--- config.mk ---
export PLATFORM = sky130hd
export DESIGN_NAME = gap_halving_exchange_sort_unit
export DESIGN_NICKNAME = d
export VERILOG_FILES = /design/src/rtl/ghes_pkg.sv /design/src/rtl/gap_halving_exchange_sort_unit.sv /design/src/rtl/ghes_queue.sv /design/src/rtl/ghes_front.sv /design/src/rtl/ghes_back.sv
export SDC_FILE = /design/constraint.sdc
export NUM_CORES = 2
export LEC_CHECK = 0
export BUFFER_PORTS_ARGS = -buffer_cell sky130_fd_sc_hd__buf_2
export CORE_UTILIZATION = 58
export CTS_CLUSTER_DIAMETER = 80
export DETAILED_ROUTE_END_ITERATION = 10
export PLACE_DENSITY = 0.77
export SETUP_SLACK_MARGIN = 0.5
export SLEW_MARGIN = 20
export SYNTH_ARGS = -nofsm -noshare
export SYNTH_HDL_FRONTEND = slang
export SYNTH_HIERARCHICAL = 1
export SYNTH_SLANG_ARGS = --single-unit
--- constraint.sdc ---
create_clock -name clk_i -period 4 [get_ports clk_i]
set_input_delay 0.2 -clock clk_i [delete_from_list [all_inputs] [get_ports clk_i]]
set_output_delay 0.2 -clock clk_i [all_outputs]
set_load 0.05 [all_outputs]
--- src/rtl/ghes_pkg.sv ---
// Shared constants, types and conversion functions of the gap-halving exchange sort unit.
// Depends on nothing; every module of the block refers to it by scoped names.
`timescale 1ns / 1ps
`default_nettype none

package ghes_pkg;

  localparam int Depth        = 64;
  localparam int ElementWidth = 16;
  localparam int FieldWidth   = 16;
  localparam int CountW       = $clog2(Depth + 1);
  localparam int AddrW        = $clog2(Depth);
  localparam int QueueDepth   = 4;
  localparam int QPtrW        = $clog2(QueueDepth);

  typedef logic signed [ElementWidth-1:0] elem_t;
  typedef logic [CountW-1:0]              count_t;
  typedef logic [AddrW-1:0]               addr_t;

  typedef struct packed {
    logic signed [FieldWidth-1:0] element;
    logic                         final_element;
  } in_item_t;

  typedef struct packed {
    logic signed [FieldWidth-1:0] sorted_value;
    logic                         final_result;
  } out_item_t;

  // One classified item on its way from the front end to the sort engine.
  typedef struct packed {
    elem_t element;
    logic  store;
    logic  final_mark;
  } q_entry_t;

  function automatic elem_t to_elem(input logic signed [FieldWidth-1:0] x);
    logic signed [63:0] ext;
    begin
      ext = 64'(x);
      return ext[ElementWidth-1:0];
    end
  endfunction

  function automatic logic signed [FieldWidth-1:0] from_elem(input elem_t e);
    logic signed [63:0] ext;
    begin
      ext = 64'(e);
      return ext[FieldWidth-1:0];
    end
  endfunction

endpackage

`default_nettype wire

--- src/rtl/gap_halving_exchange_sort_unit.sv ---
// Gap-halving exchange sort unit. Elements load only in the load state and wait in the
// queue while a set sorts or drains. The buffer memory has two read ports: a compare
// reads a pair (SRd), compares it (SCmp) and on a swap writes both back (SCmp, SWr2); a
// pass at gap g makes n-g compares. Results leave via SEmRd, SEmOut and wait until popped.
// Reset is asynchronous and active low; it clears counts and control, not the buffer.
`timescale 1ns / 1ps
`default_nettype none

module gap_halving_exchange_sort_unit (
  input  wire logic               clk_i,
  input  wire logic               rst_ni,
  input  wire logic               push,
  output logic                    full,
  input  wire ghes_pkg::in_item_t in_item_i,
  output logic                    empty,
  input  wire logic               pop,
  output ghes_pkg::out_item_t     out_item_o
);

  logic q_push, q_full, q_pop, q_valid;
  ghes_pkg::q_entry_t q_entry_in, q_entry_out;

  ghes_front u_front (
    .clk_i     (clk_i),
    .rst_ni    (rst_ni),
    .push_i    (push),
    .in_item_i (in_item_i),
    .full_o    (full),
    .q_push_o  (q_push),
    .q_entry_o (q_entry_in),
    .q_full_i  (q_full)
  );

  ghes_queue u_queue (
    .clk_i   (clk_i),
    .rst_ni  (rst_ni),
    .push_i  (q_push),
    .entry_i (q_entry_in),
    .full_o  (q_full),
    .pop_i   (q_pop),
    .entry_o (q_entry_out),
    .valid_o (q_valid)
  );

  ghes_back u_back (
    .clk_i      (clk_i),
    .rst_ni     (rst_ni),
    .q_valid_i  (q_valid),
    .q_entry_i  (q_entry_out),
    .q_pop_o    (q_pop),
    .empty_o    (empty),
    .pop_i      (pop),
    .out_item_o (out_item_o)
  );

endmodule

`default_nettype wire

--- src/rtl/ghes_queue.sv ---
// Short first-in first-out queue between the front end and the sort engine.
// Uses ghes_pkg for the entry type and the queue depth.
`timescale 1ns / 1ps
`default_nettype none

module ghes_queue (
  input  wire logic               clk_i,
  input  wire logic               rst_ni,
  input  wire logic               push_i,
  input  wire ghes_pkg::q_entry_t entry_i,
  output logic                    full_o,
  input  wire logic               pop_i,
  output ghes_pkg::q_entry_t      entry_o,
  output logic                    valid_o
);

  ghes_pkg::q_entry_t entries_q [ghes_pkg::QueueDepth];
  logic [ghes_pkg::QPtrW-1:0] wr_ptr_q, rd_ptr_q;
  logic [ghes_pkg::QPtrW:0]   fill_q, fill_d;
  logic do_push, do_pop;

  assign full_o  = (fill_q == (ghes_pkg::QPtrW+1)'(ghes_pkg::QueueDepth));
  assign valid_o = (fill_q != '0);
  assign entry_o = entries_q[rd_ptr_q];
  assign do_push = push_i && !full_o;
  assign do_pop  = pop_i && valid_o;

  always_comb begin
    fill_d = fill_q;
    if (do_push && !do_pop) begin
      fill_d = fill_q + 1'b1;
    end else if (do_pop && !do_push) begin
      fill_d = fill_q - 1'b1;
    end
  end

  always_ff @(posedge clk_i or negedge rst_ni) begin
    if (!rst_ni) begin
      wr_ptr_q <= '0;
      rd_ptr_q <= '0;
      fill_q   <= '0;
    end else begin
      fill_q <= fill_d;
      if (do_push) begin
        wr_ptr_q <= wr_ptr_q + 1'b1;
      end
      if (do_pop) begin
        rd_ptr_q <= rd_ptr_q + 1'b1;
      end
    end
  end

  always_ff @(posedge clk_i) begin
    if (do_push) begin
      entries_q[wr_ptr_q] <= entry_i;
    end
  end

endmodule

`default_nettype wire

--- src/rtl/ghes_front.sv ---
// Front end: takes input transfers, decides whether each element is kept or dropped,
// and forwards kept elements and set-closing items to the queue. Uses ghes_pkg.
`timescale 1ns / 1ps
`default_nettype none

module ghes_front (
  input  wire logic               clk_i,
  input  wire logic               rst_ni,
  input  wire logic               push_i,
  input  wire ghes_pkg::in_item_t in_item_i,
  output logic                    full_o,
  output logic                    q_push_o,
  output ghes_pkg::q_entry_t      q_entry_o,
  input  wire logic               q_full_i
);

  ghes_pkg::count_t count_q, count_d;
  logic accept, store;

  assign full_o  = q_full_i;
  assign accept  = push_i && !q_full_i;
  assign store   = (count_q < ghes_pkg::count_t'(ghes_pkg::Depth));

  // A dropped element that does not close the set leaves nothing for the engine.
  assign q_push_o             = accept && (store || in_item_i.final_element);
  assign q_entry_o.element    = ghes_pkg::to_elem(in_item_i.element);
  assign q_entry_o.store      = store;
  assign q_entry_o.final_mark = in_item_i.final_element;

  always_comb begin
    count_d = count_q;
    if (accept) begin
      if (in_item_i.final_element) begin
        count_d = '0;
      end else if (store) begin
        count_d = count_q + 1'b1;
      end
    end
  end

  always_ff @(posedge clk_i or negedge rst_ni) begin
    if (!rst_ni) begin
      count_q <= '0;
    end else begin
      count_q <= count_d;
    end
  end

endmodule

`default_nettype wire

--- src/rtl/ghes_back.sv ---
// Sort engine: loads queued elements into a local buffer memory, runs the gap-halving
// exchange passes, then drives the sorted elements into the result register. Uses ghes_pkg.
`timescale 1ns / 1ps
`default_nettype none

module ghes_back (
  input  wire logic               clk_i,
  input  wire logic               rst_ni,
  input  wire logic               q_valid_i,
  input  wire ghes_pkg::q_entry_t q_entry_i,
  output logic                    q_pop_o,
  output logic                    empty_o,
  input  wire logic               pop_i,
  output ghes_pkg::out_item_t     out_item_o
);

  localparam logic [2:0] SLoad  = 3'd0;
  localparam logic [2:0] SRd    = 3'd1;
  localparam logic [2:0] SCmp   = 3'd2;
  localparam logic [2:0] SWr2   = 3'd3;
  localparam logic [2:0] SEmRd  = 3'd4;
  localparam logic [2:0] SEmOut = 3'd5;

  logic [2:0] state_q, state_d;
  ghes_pkg::count_t cnt_q, cnt_d, n_q, n_d;
  ghes_pkg::addr_t  gap_q, gap_d, idx_q, idx_d, k_q, k_d;
  logic swapped_q, swapped_d, swapped_now;
  logic out_valid_q, out_valid_d;
  ghes_pkg::out_item_t out_q, out_d;

  ghes_pkg::elem_t mem [ghes_pkg::Depth];
  ghes_pkg::elem_t rd_a_q, rd_b_q, wd;
  ghes_pkg::addr_t ra, idx_b, wa;
  logic we, advance;

  ghes_pkg::count_t n_load, half_load, nxt, end_sum;
  ghes_pkg::addr_t  gap_half;

  assign empty_o    = !out_valid_q;
  assign out_item_o = out_q;

  assign idx_b     = idx_q + gap_q;
  assign ra        = ((state_q == SEmRd) || (state_q == SEmOut)) ? k_q : idx_q;
  assign n_load    = cnt_q + ghes_pkg::count_t'(q_entry_i.store);
  assign half_load = n_load >> 1;
  assign nxt       = ghes_pkg::count_t'(idx_q) + 1'b1;
  assign end_sum   = nxt + ghes_pkg::count_t'(gap_q);
  assign gap_half  = gap_q >> 1;

  always_comb begin
    state_d     = state_q;
    cnt_d       = cnt_q;
    n_d         = n_q;
    gap_d       = gap_q;
    idx_d       = idx_q;
    k_d         = k_q;
    swapped_d   = swapped_q;
    swapped_now = swapped_q;
    out_valid_d = out_valid_q && !pop_i;
    out_d       = out_q;
    we          = 1'b0;
    wa          = idx_q;
    wd          = rd_b_q;
    q_pop_o     = 1'b0;
    advance     = 1'b0;

    case (state_q)
      SLoad: begin
        q_pop_o = q_valid_i;
        if (q_valid_i) begin
          if (q_entry_i.store) begin
            we    = 1'b1;
            wa    = cnt_q[ghes_pkg::AddrW-1:0];
            wd    = q_entry_i.element;
            cnt_d = cnt_q + 1'b1;
          end
          if (q_entry_i.final_mark) begin
            n_d       = n_load;
            cnt_d     = '0;
            gap_d     = half_load[ghes_pkg::AddrW-1:0];
            idx_d     = '0;
            k_d       = '0;
            swapped_d = 1'b0;
            // A single element needs no pass and goes straight to output.
            state_d   = (half_load == '0) ? SEmRd : SRd;
          end
        end
      end
      SRd: begin
        state_d = SCmp;
      end
      SCmp: begin
        if (rd_a_q > rd_b_q) begin
          we        = 1'b1;
          wa        = idx_q;
          wd        = rd_b_q;
          swapped_d = 1'b1;
          state_d   = SWr2;
        end else begin
          advance = 1'b1;
        end
      end
      SWr2: begin
        // The read register still holds the lower-index element from before the first write.
        we          = 1'b1;
        wa          = idx_b;
        wd          = rd_a_q;
        swapped_now = 1'b1;
        advance     = 1'b1;
      end
      SEmRd: begin
        state_d = SEmOut;
      end
      SEmOut: begin
        if (!out_valid_q || pop_i) begin
          out_valid_d        = 1'b1;
          out_d.sorted_value = ghes_pkg::from_elem(rd_a_q);
          out_d.final_result = (ghes_pkg::count_t'(k_q) + 1'b1 == n_q);
          if (out_d.final_result) begin
            state_d = SLoad;
          end else begin
            k_d     = k_q + 1'b1;
            state_d = SEmRd;
          end
        end
      end
      default: begin
        state_d = SLoad;
      end
    endcase

    if (advance) begin
      if (end_sum < n_q) begin
        idx_d   = nxt[ghes_pkg::AddrW-1:0];
        state_d = SRd;
      end else if (swapped_now) begin
        idx_d     = '0;
        swapped_d = 1'b0;
        state_d   = SRd;
      end else if (gap_half == '0) begin
        k_d     = '0;
        state_d = SEmRd;
      end else begin
        gap_d     = gap_half;
        idx_d     = '0;
        swapped_d = 1'b0;
        state_d   = SRd;
      end
    end
  end

  always_ff @(posedge clk_i or negedge rst_ni) begin
    if (!rst_ni) begin
      state_q     <= SLoad;
      cnt_q       <= '0;
      n_q         <= '0;
      gap_q       <= '0;
      idx_q       <= '0;
      k_q         <= '0;
      swapped_q   <= 1'b0;
      out_valid_q <= 1'b0;
    end else begin
      state_q     <= state_d;
      cnt_q       <= cnt_d;
      n_q         <= n_d;
      gap_q       <= gap_d;
      idx_q       <= idx_d;
      k_q         <= k_d;
      swapped_q   <= swapped_d;
      out_valid_q <= out_valid_d;
    end
  end

  always_ff @(posedge clk_i) begin
    out_q <= out_d;
  end

  // Element buffer: one write port, two registered read ports.
  always_ff @(posedge clk_i) begin
    if (we) begin
      mem[wa] <= wd;
    end
    rd_a_q <= mem[ra];
    rd_b_q <= mem[idx_b];
  end

endmodule

`default_nettype wire

==> key figures <==
Synth
  • Fraction of registers with async set/reset: 4.264%
  • Synth Instances: 4,098
  • Yosys top cell area share: 59.40%
  • Synth Flop Type: edfxtp_1
  • Post-synth EDFFs: 1,113
  • Cell taking the most area after synthesis: edfxtp_1
  • Synthesized area: 56,270 um2
  • Yosys Warn Count: 6
  • Syn avg cell area: 13.73 um2
  • Post-synth cell types: 81
  • Yosys reg bits: 1,196
  • Syn_nets: 4,166
  • Synth top area cells: edfxtp_1 (59%), mux4_2 (14%), nand2_1 (6.8%)
  • Sequential share of the synthesized area: 62.80%

CTS
  • CTS Root Cell: clkbuf_16
  • CTS Sinks: 1,196
  • Clk Latency, worst-skew pair: 720 ps
  • Clk buf depth: 3
  • Clock transition at the registers of the reported paths: 70 ps
  • CTS buffer count: 117
  • CTS tree: yes
  • H-tree levels: 3

Power and ir drop
  • Clk pwr share: 17.5%
  • Sw Pwr: 27,780 uW
  • Combinational share of power: 54.6%
  • Lkg Pwr: 0.02242 uW
  • Worst ir drop on vdd: 0.0009260 V
  • Sw Ratio: 41.73%
  • Pwr/cell area: 1019 nW/um2
  • Internal power: 38,790 uW
  • Seq pwr share: 27.9%

STA
  • Setup Skew: 26.23 ps
  • F_max: 0.2717 GHz
  • Worst slew pin tran: 826.2 ps
  • Tcrit/Tclk final: 92.00%
  • Final min period: 3680 ps
  • Final Hold Fails: 0
  • Hold Slack: 240.1 ps
  • Setup_tns: 0 ps
  • Final worst setup slack: 320.1 ps
  • Slew margin rel.: 44.52%
  • Fin. max-slew vios: 0
  • Final setup fails: 0
  • RSZ-0062 raised after global routing: true

Critical path
  • Worst Path Max Fanout: 5
  • Cell Chain, Critical Path: buf_6, ha_4, fa_4, buf_12, buf_8, clkbuf_16, buf_12, mux4_2, mux4_2, a211oi_2, buf_4, a31oi_4
  • Crit path capture type: flop
  • Critical Path Start: u_back/idx_q[0]$_DFF_PN0_
  • Critical Path AT: 4230 ps
  • R2R Path Start: u_back/idx_q[0]$_DFF_PN0_
  • Slowest stage cell, crit path: fa_4
  • Reg2reg end: u_back/rd_b_q[1]$_DFF_P_
  • Worst setup SP type: flop
  • Worst r2r path cells: 12
  • Critical Path Max Stage Delay: 780 ps
  • R2R Setup Slk: 320 ps
  • Worst path required time: 4550 ps
  • CP endpoint: u_back/rd_b_q[1]$_DFF_P_
  • Kind of critical path: flop to flop

Floorplanning
  • # IOs: 40
  • Die area: 98,270 um2
  • Die Y: 313.5 um
  • Die Wd: 313.5 um
  • Cell Rows: 113
  • Starting Density: 58.87%
  • Core area: 95,580 um2

Place
  • Placed insts: 5,330
  • Gpl congestion: 0.9579
  • Port Buffers: 39
  • DP Area: 59,750 um2
  • Dpl hpwl: 104.2 mm
  • Setup WS pre-CTS: 175.6 ps

Hold path
  • Worst min path class: primary input to flop

Route
  • Wirelength per Cell: 31.39 um
  • Post-DRT Antenna Nets: 0
  • Total Wirelength: 176.4 mm
  • DR iter-0 viols: 7,118
  • 1st-pass router iterations: 9
  • Via count: 39,560
  • DRC viols: 0
  • Post-DR vias/cell: 7.040

Global route
  • Gr ovfl total: 0
  • First-pass GRT wire length: 252.1 mm
  • Vias in the first global route: 38,400
  • Initial antenna violation count: 6
  • Largest net degree at the start of global routing: 118
  • GRT Total Usage: 35.50%

Run
  • Max_cap viols: 0

Cells and area
  • Leading cell type in the layout, fill and taps excluded: edfxtp_1
  • Nets: 4,317
  • Synth-to-layout area growth: 16.10%
  • Most frequent cells in the layout: edfxtp_1 (1,113), nand2_1 (995), nand3_1 (400)
  • Non-filler cells, final: 5,619
  • Share of cells above drive strength 1: 23.96%
  • Finished Cell Area: 65,330 um2

Outcome
  • Status: finished clean
==> layer usage <==
layer | routed length, um | share of wire (%) | global-route usage, %
met2 | 77990 | 44 | 52.73
met4 | 14020 | 7.9 | 23.68
met1 | 56800 | 32 | 45.05
met3 | 27490 | 16 | 11.35
met5 | 69 | 0.039 | 0
==> critical path, delay by kind of cell (launching register included) <==
kind | cells | cell delay (ps)
compound gates | 2 | 340
fa+ha+maj | 2 | 930
buf+inv | 6 | 900
flops | 1 | 400
mux | 2 | 910
==> synth_stat cells (5+ instances only) <==
cell type / number
dfxtp_1: 32
nand2_1: 1014
or3_1: 7
nor2b_1: 9
a21oi_1: 89
edfxtp_1: 1113
or2_2: 5
mux2i_1: 66
nor2_1: 85
dfrtp_1: 51
buf_1: 28
a22oi_1: 16
a32oi_1: 64
clkbuf_1: 107
buf_4: 26
a31oi_1: 83
buf_2: 134
ha_1: 44
a211oi_1: 18
nand3_1: 400
xnor2_1: 25
and2_1: 20
xor2_1: 14
nand2b_1: 14
inv_1: 40
and4_1: 16
nor3_1: 21
o21bai_1: 6
buf_6: 11
nand4_1: 73
nor4_1: 5
mux4_2: 338
a22o_1: 6
o31ai_1: 5
o21ai_0: 19
mux2_2: 7
a21o_1: 8
==> area by class of cell <==
cell class,count,area (um2)
diodes,1,2.502
clock buffers,145,3114
clock inverters,78,944.7
fillers,6008,30250
inverters,40,150.1
multi-input cells,2555,20220
flip-flops and latches,1196,35340
well taps,1265,1583
repair buffers,339,3976
==> registers in the layout (all words and copies together) (netlist names), 6 cells and up <==
register           cells
u_back/k_q             6
u_back/mem          1024
u_back/out_item_o     17
u_queue/entries_q     72
u_back/gap_q           6
u_back/idx_q           6
u_front/count_q        7
u_back/n_q             7
u_back/rd_b_q         16
u_back/cnt_q           7
u_back/rd_a_q         16
==> stage by stage <==
stage	utilization (%)	total power (uW)
2_1_floorplan	-	38470
3_3_place_gp	62.52	49970
3_5_place_dp	62.52	50500
4_1_cts	67.57	63660
5_1_grt	68.35	67900
6_report	68.35	66570
==> power groups by stage <==
stage          Combinational (uW)  Sequential, uW  Clock [uW]
3_5_place_dp                31700           18800           0
4_1_cts                     33500           18500       11600
6_report                    36300           18600       11600
5_1_grt                     37100           18600       12100
3_3_place_gp                31300           18700           0
2_1_floorplan               19700           18700           0
==> what timing repair did <==
action | CTS | global route
pin swaps | 14 | 34
buffers inserted | 18 | 14
cloned | 5 | 5
gates resized for setup | 48 | 95
endpoints found under the hold margin | 109 | 0
hold buffers | 22 | 0
endpoints found under the setup margin | 502 | 855
==> worst min path at each step <==
stage,depth (start not counted),end,slack (ps),start
floorplan,0,u_back/cnt_q[0]$_DFFE_PN0P_,-100,rst_ni
global placement,1,u_queue/wr_ptr_q[1]$_DFFE_PN0P_,200,rst_ni
detailed placement,1,u_front/count_q[3]$_DFFE_PN0P_,210,rst_ni
CTS,2,u_queue/entries_q[2][11]$_DFFE_PP_,210,in_item_i[10]
global route,2,u_queue/entries_q[2][11]$_DFFE_PP_,240,in_item_i[10]
finish,2,u_queue/entries_q[2][11]$_DFFE_PP_,240,in_item_i[10]
==> kinds of logic (layout without fill, tap and decap cells) <==
family | count (synthesis) | count (layout) | share of synthesized area (%)
DFF | 1196 | 1196 | 62.80
other | 0 | 1 | 0
and+or+nand+nor | 1701 | 1701 | 13.30
buffers and inverters | 347 | 602 | 2.935
adders and majority gates | 47 | 47 | 1.085
AOI/OAI and AO/OA | 356 | 356 | 4.398
xor gates and xnor gates | 39 | 39 | 0.6070
muxes | 412 | 412 | 14.87
Power figures use the tool's default switching activity.
